## src/design/sgdt_pkg.sv

```systemverilog
// Shared types and constants for the Sobel gradient double-threshold unit.
package sgdt_pkg;

  localparam int PIX_W   = 8;
  localparam int GRAD_W  = 11;
  localparam int MAG_W   = 11;
  localparam int SQ_W    = 22;
  localparam int CLASS_W = 2;
  localparam int CFG_W   = 13;
  localparam int CIDX_W  = 2;
  localparam int ROOT_CNT_W = 4;

  localparam logic [CIDX_W-1:0] REG_LOW    = 2'd0;
  localparam logic [CIDX_W-1:0] REG_HIGH   = 2'd1;
  localparam logic [CIDX_W-1:0] REG_WIDTH  = 2'd2;
  localparam logic [CIDX_W-1:0] REG_HEIGHT = 2'd3;

  localparam logic [10:0] LOW_RESET    = 11'd20;
  localparam logic [10:0] HIGH_RESET   = 11'd90;
  localparam logic [10:0] WIDTH_RESET  = 11'd1024;
  localparam logic [12:0] HEIGHT_RESET = 13'd768;
  localparam logic [10:0] LOW_DEFAULT  = 11'd20;
  localparam logic [10:0] HIGH_DEFAULT = 11'd90;

  localparam logic [CLASS_W-1:0] CLASS_NONE   = 2'd0;
  localparam logic [CLASS_W-1:0] CLASS_WEAK   = 2'd1;
  localparam logic [CLASS_W-1:0] CLASS_STRONG = 2'd2;

  // controller -> datapath
  typedef struct packed {
    logic accept;
    logic calc;
    logic square;
    logic root_step;
    logic load_out;
  } cmd_t;

  // datapath -> controller
  typedef struct packed {
    logic emit;
    logic root_last;
    logic out_free;
  } sts_t;

endpackage

```

## src/design/sgdt_ctrl.sv

```systemverilog
// Sequencing state machine for the Sobel gradient double-threshold unit.
module sgdt_ctrl (
  input  logic           clk,
  input  logic           rst,
  input  logic           in_valid,
  output logic           in_stall,
  input  sgdt_pkg::sts_t sts,
  output sgdt_pkg::cmd_t cmd
);

  typedef enum logic [4:0] {
    S_IDLE   = 5'b00001,
    S_CALC   = 5'b00010,
    S_SQUARE = 5'b00100,
    S_ROOT   = 5'b01000,
    S_WAIT   = 5'b10000
  } state_t;

  state_t state, state_next;

  always_ff @(posedge clk) begin
    if (rst) state <= S_IDLE;
    else     state <= state_next;
  end

  always_comb begin
    state_next    = state;
    cmd           = '0;
    in_stall      = 1'b1;
    case (state)
      S_IDLE: begin
        in_stall   = 1'b0;
        cmd.accept = in_valid;
        if (in_valid) state_next = S_CALC;
      end
      S_CALC: begin
        cmd.calc   = 1'b1;
        state_next = sts.emit ? S_SQUARE : S_IDLE;
      end
      S_SQUARE: begin
        cmd.square = 1'b1;
        state_next = S_ROOT;
      end
      S_ROOT: begin
        cmd.root_step = 1'b1;
        if (sts.root_last) state_next = S_WAIT;
      end
      S_WAIT: begin
        if (sts.out_free) begin
          cmd.load_out = 1'b1;
          state_next   = S_IDLE;
        end
      end
      default: state_next = S_IDLE;
    endcase
  end

endmodule

```

## config.mk

```make
export PLATFORM = sky130hd
export DESIGN_NAME = sgdt_ctrl
export DESIGN_NICKNAME = d
export VERILOG_FILES = /design/src/design/sgdt_pkg.sv /design/src/design/sgdt_ctrl.sv
export SDC_FILE = /design/constraint.sdc
export NUM_CORES = 1
export LEC_CHECK = 0
export BUFFER_PORTS_ARGS = -buffer_cell sky130_fd_sc_hd__buf_2
export CAP_MARGIN = 20
export CORE_AREA = 2 2 39 41
export CTS_CLUSTER_SIZE = 20
export DETAILED_ROUTE_END_ITERATION = 10
export DIE_AREA = 0 0 41 43
export SYNTH_ARGS = -nofsm -noshare
export SYNTH_HDL_FRONTEND = slang
export SYNTH_SLANG_ARGS = --single-unit
```

## constraint.sdc

```tcl
create_clock -name clk -period 1.15 [get_ports clk]
set_input_delay 0.1725 -clock clk [delete_from_list [all_inputs] [get_ports clk]]
set_output_delay 0.1725 -clock clk [all_outputs]
set_load 0.02 [all_outputs]
```

# Word-level counts from Yosys, hierarchy flattened
# Cells that the tools add are included.
# word_totals
ff_bits,5
inputBits,6
out_inout_bits,6
elab_cells,22
# op_classes
eq_ne,8
mux,12
n_reduce_logical,1
# ops
operator,n
one-hot mux 5 bit (5 select lines),1
2-to-1 mux 5 bit,3
2-to-1 mux 1 bit,7
!= test 2 bit (second input constant),3
equality test 5 x 1 -> 1 bit (second input constant),1
equality test 5 x 2 -> 1 bit (second input constant),1
equality test 5 x 3 -> 1 bit (second input constant),1
equality test 5 x 4 -> 1 bit (second input constant),1
equality test 5 bit (second input constant),1
2-to-1 mux 3 bit,1
AND reduction 3 bit,1

# Longest topological paths before layout
# logic_depth
ltp_word,3
ltp_mapped,4
ltp_nobuf,3

# Least setup slack after synthesis
# No wires, ideal clock.
# synth_timing
kind,register -> output
startpoint,reg state[3]
endpoint,out cmd[3] (netlist name)
t_arrival_ps,1298
required_time_ps,978
setup_slack_ps,-321
stages_incl_launch_ff,4
path_buffers,1
cell_sequence,dfxtp_1 -> buf_6 -> or3_1 -> nor3b_1
# synth_rtl
element,line_no,text
from (decl),sgdt_ctrl.sv:19,"state_t state, state_next;"
from (signal assigned),sgdt_ctrl.sv:23,else state <= state_next;
to (decl),sgdt_ctrl.sv:8,output sgdt_pkg::cmd_t cmd

==> impl_metrics.yaml <==
finish:
  layout-area-overhead-vs-synth_pct: 142
  drive_above_1_share_pct: 80.3
  multi_input_area_sq_um: 278
  layout.nets: 78
  ff_latch_area_sq_um: 109
  finish.instance_area_sq_um: 721
  fill_cells: 127
  utilization_pct: 52.1
  largest_reg_flops: 5
  reg_top3: "state x5"
  num_antenna_cells: 0
  regMostFlops: "state"
  final_common_cell: "buf_4"
  layout_common_cells: "buf_4 (16), buf_6 (12), buf_2 (5)"
critical_path:
  crit_type: "flip-flop to output port"
  cp-start-kind: "flip-flop"
  cp.required_ns: 0.98
  cp_max_fo: 3
  critPathCaptureType: "output port"
  rr_worst_depth: 5
  rrSetupSlack_ns: -0.10
  cp_data_arrival_time_ns: 1.29
  rr_startpoint: "state[0]"
  rr_endpoint: "state[0]"
logic_synthesis:
  ys_seq_area_share_pct: 33.6
  ys_async_sr_fraction_pct: 0
  yosysTopAreaCellShare_pct: 33.6
  syn_area_sq_um: 298
  yosysWarnings: 0
  syn_nets: 41
  synth_top_family_by_area: "simple AND/OR/NAND/NOR gates"
  synth_top_area_cell: "dfxtp_1"
  synth_flop_cell: "dfxtp_1"
  synth_compound_area_share_pct: 13.9
  avgSynthCellArea_sq_um: 8.51
  synthXorXnorAreaFrac_pct: 2.94
  syn-instance-count: 35
  synth-simple-area-share_pct: 43.3
  synthTopCellsByArea: "dfxtp_1 (34%), nand4b_1 (8.8%), nor2_1 (7.6%)"
  synthAdderAreaFrac_pct: 0
  ys_ff_latch: 5
  synth_edf_count: 0
  synth.area.mux_share_pct: 0
  synth.distinct_cells: 21
clock_network:
  cts_made_buffers: 3
  clock_path_buffers: 2
  cts_tree: "yes"
  cts_hold_buf: 0
  clockRootBuffer: "clkbuf_4"
  path_clk_slew_ns: 0.04
  clk_latency_ns: 0.24
  clock_sinks: 5
  htreeDepth: 1
die:
  die_height_microns: 43
  core_sq_mm: 0.00138
  io_pins: 12
  initial_core_util_pct: 21.5
  fp-row-count: 14
  chipWidth_microns: 41
  dieArea_sq_mm: 0.00176
power:
  switching_power_mw: 0.180
  combPwrFrac_pct: 38.0
  switching_share_pct: 28.3
  pwr-share-clk_pct: 32.1
  internal_power_mw: 0.456
  p_seq_share_pct: 29.9
  p_leak_nw: 0.327
  ir_drop_mv: 0.327
  p_per_area_mw_per_mm2: 882
  power_mw: 0.635
place:
  gp_congestion: 0.652
  hpwl_microns: 668
  io_buffers: 11
  dp_slack_ns: -0.128
  place_area_sq_um: 470
min_path:
  hold_path_depth: 2
  hp-start: "rst"
  min_delay_worst_endpoint: "state[1]"
  holdCritPathClass: "primary input to flip-flop"
route:
  drt_iter0_drc: 4
  wl_per_cell_microns: 12.7
  dr_total_vias: 401
  drc_errors: 0
  routed_wl_microns: 1100
  antenna_left: 0
  via_per_inst: 4.61
  dr.pass1.iters: 4
grt:
  grt_pass1_wl_microns: 1560
  grt_pass1_vias: 424
  grt_start_max_net_pins: 8
  antenna_found_initial: 0
  grt.overflow.total: 0
  grtUsageTotal_pct: 13.6
timing:
  period_needed_ns: 1.46
  finalSetupViolCount: 9
  rsz0062_at_grt: "yes"
  maxSlewViolCount: 0
  slew_headroom_pct: 82.6
  setup_ws_ns: -0.313
  fmax_mhz: 683
  fin_tns_setup_ns: -1.49
  tightest_slew_ns: 0.260
  fin_crit_sh_pct: 127
  finalHoldViolCount: 0
  skew_ns: 0.00129
outcome:
  status: "complete, but fails checks"
  violations: "setup timing"
job:
  drv_cap: 0
through the flow:
stage / hold WS [ns] / instances
detailed placement: 0.375 / 72
global placement: 0.370 / 72
global route: 0.153 / 87
CTS: 0.120 / 83
floorplan: 0.242 / 35
finish: 0.133 / 87
power by group through the flow:
stage / clock (mW) / combinational (mW) / sequential, mW
floorplan: 0 / 0.0745 / 0.194
global placement: 0 / 0.128 / 0.190
detailed placement: 0 / 0.131 / 0.190
CTS: 0.205 / 0.196 / 0.190
global route: 0.211 / 0.257 / 0.190
finish: 0.204 / 0.242 / 0.190
synth_stat cells, types with 2 or more instances:
cell type  n
nor2_1     6
nor3_2     2
nand4b_1   3
dfxtp_1    5
a21oi_1    2
inv_1      2
layout make-up:
type / count / share of cell area, %
clock buffers: 4 / 3.65
inverters: 2 / 1.04
multi-input cells: 27 / 38.5
flip-flops and latches: 5 / 15.1
well taps: 16 / 2.78
repair buffers: 33 / 38.9
what timing repair did:
| item | 4_1_cts | 5_1_grt |
|---|---|---|
| buffers inserted | 7 | 8 |
| endpoints found under the setup margin | 7 | 11 |
| endpoints found under the hold margin | 0 | 0 |
| pin swaps | 10 | 9 |
| gates resized for setup | 35 | 8 |
metal layers:
layer / up-vias / part of all wire [%] / routed length (microns) / track usage (%)
met4: 0 / 1.6 / 18 / 8.00
met3: 3 / 3.2 / 35 / 1.57
li1: 201 / - / - / -
met5: - / 0 / 0 / 0
met1: 187 / 34 / 373 / 10.4
met2: 10 / 61 / 677 / 27.5
worst max-delay path by stage:
stage	endpoint	slack (ns)	cells after the start	start
3_3_place_gp	cmd[3]	-0.08	3	state[4]
5_1_grt	cmd[3]	-0.34	3	state[0]
3_5_place_dp	cmd[3]	-0.13	3	state[4]
2_1_floorplan	cmd[3]	-0.06	3	state[3]
4_1_cts	cmd[3]	-0.31	3	state[0]
6_report	cmd[3]	-0.31	3	state[0]
kinds of logic after synthesis:
kind of cell | count (synthesis)
flops | 5
xor+xnor | 1
simple gates | 20
buf+inv | 3
compound gates | 6
worst max-delay path, cell delays in order, from the launching register on:
cell,delay (ns)
dfxtp_2,0.33
or3_4,0.38
nor3b_4,0.19
buf_6,0.14
No activity file was read; power rests on OpenSTA's default activity.
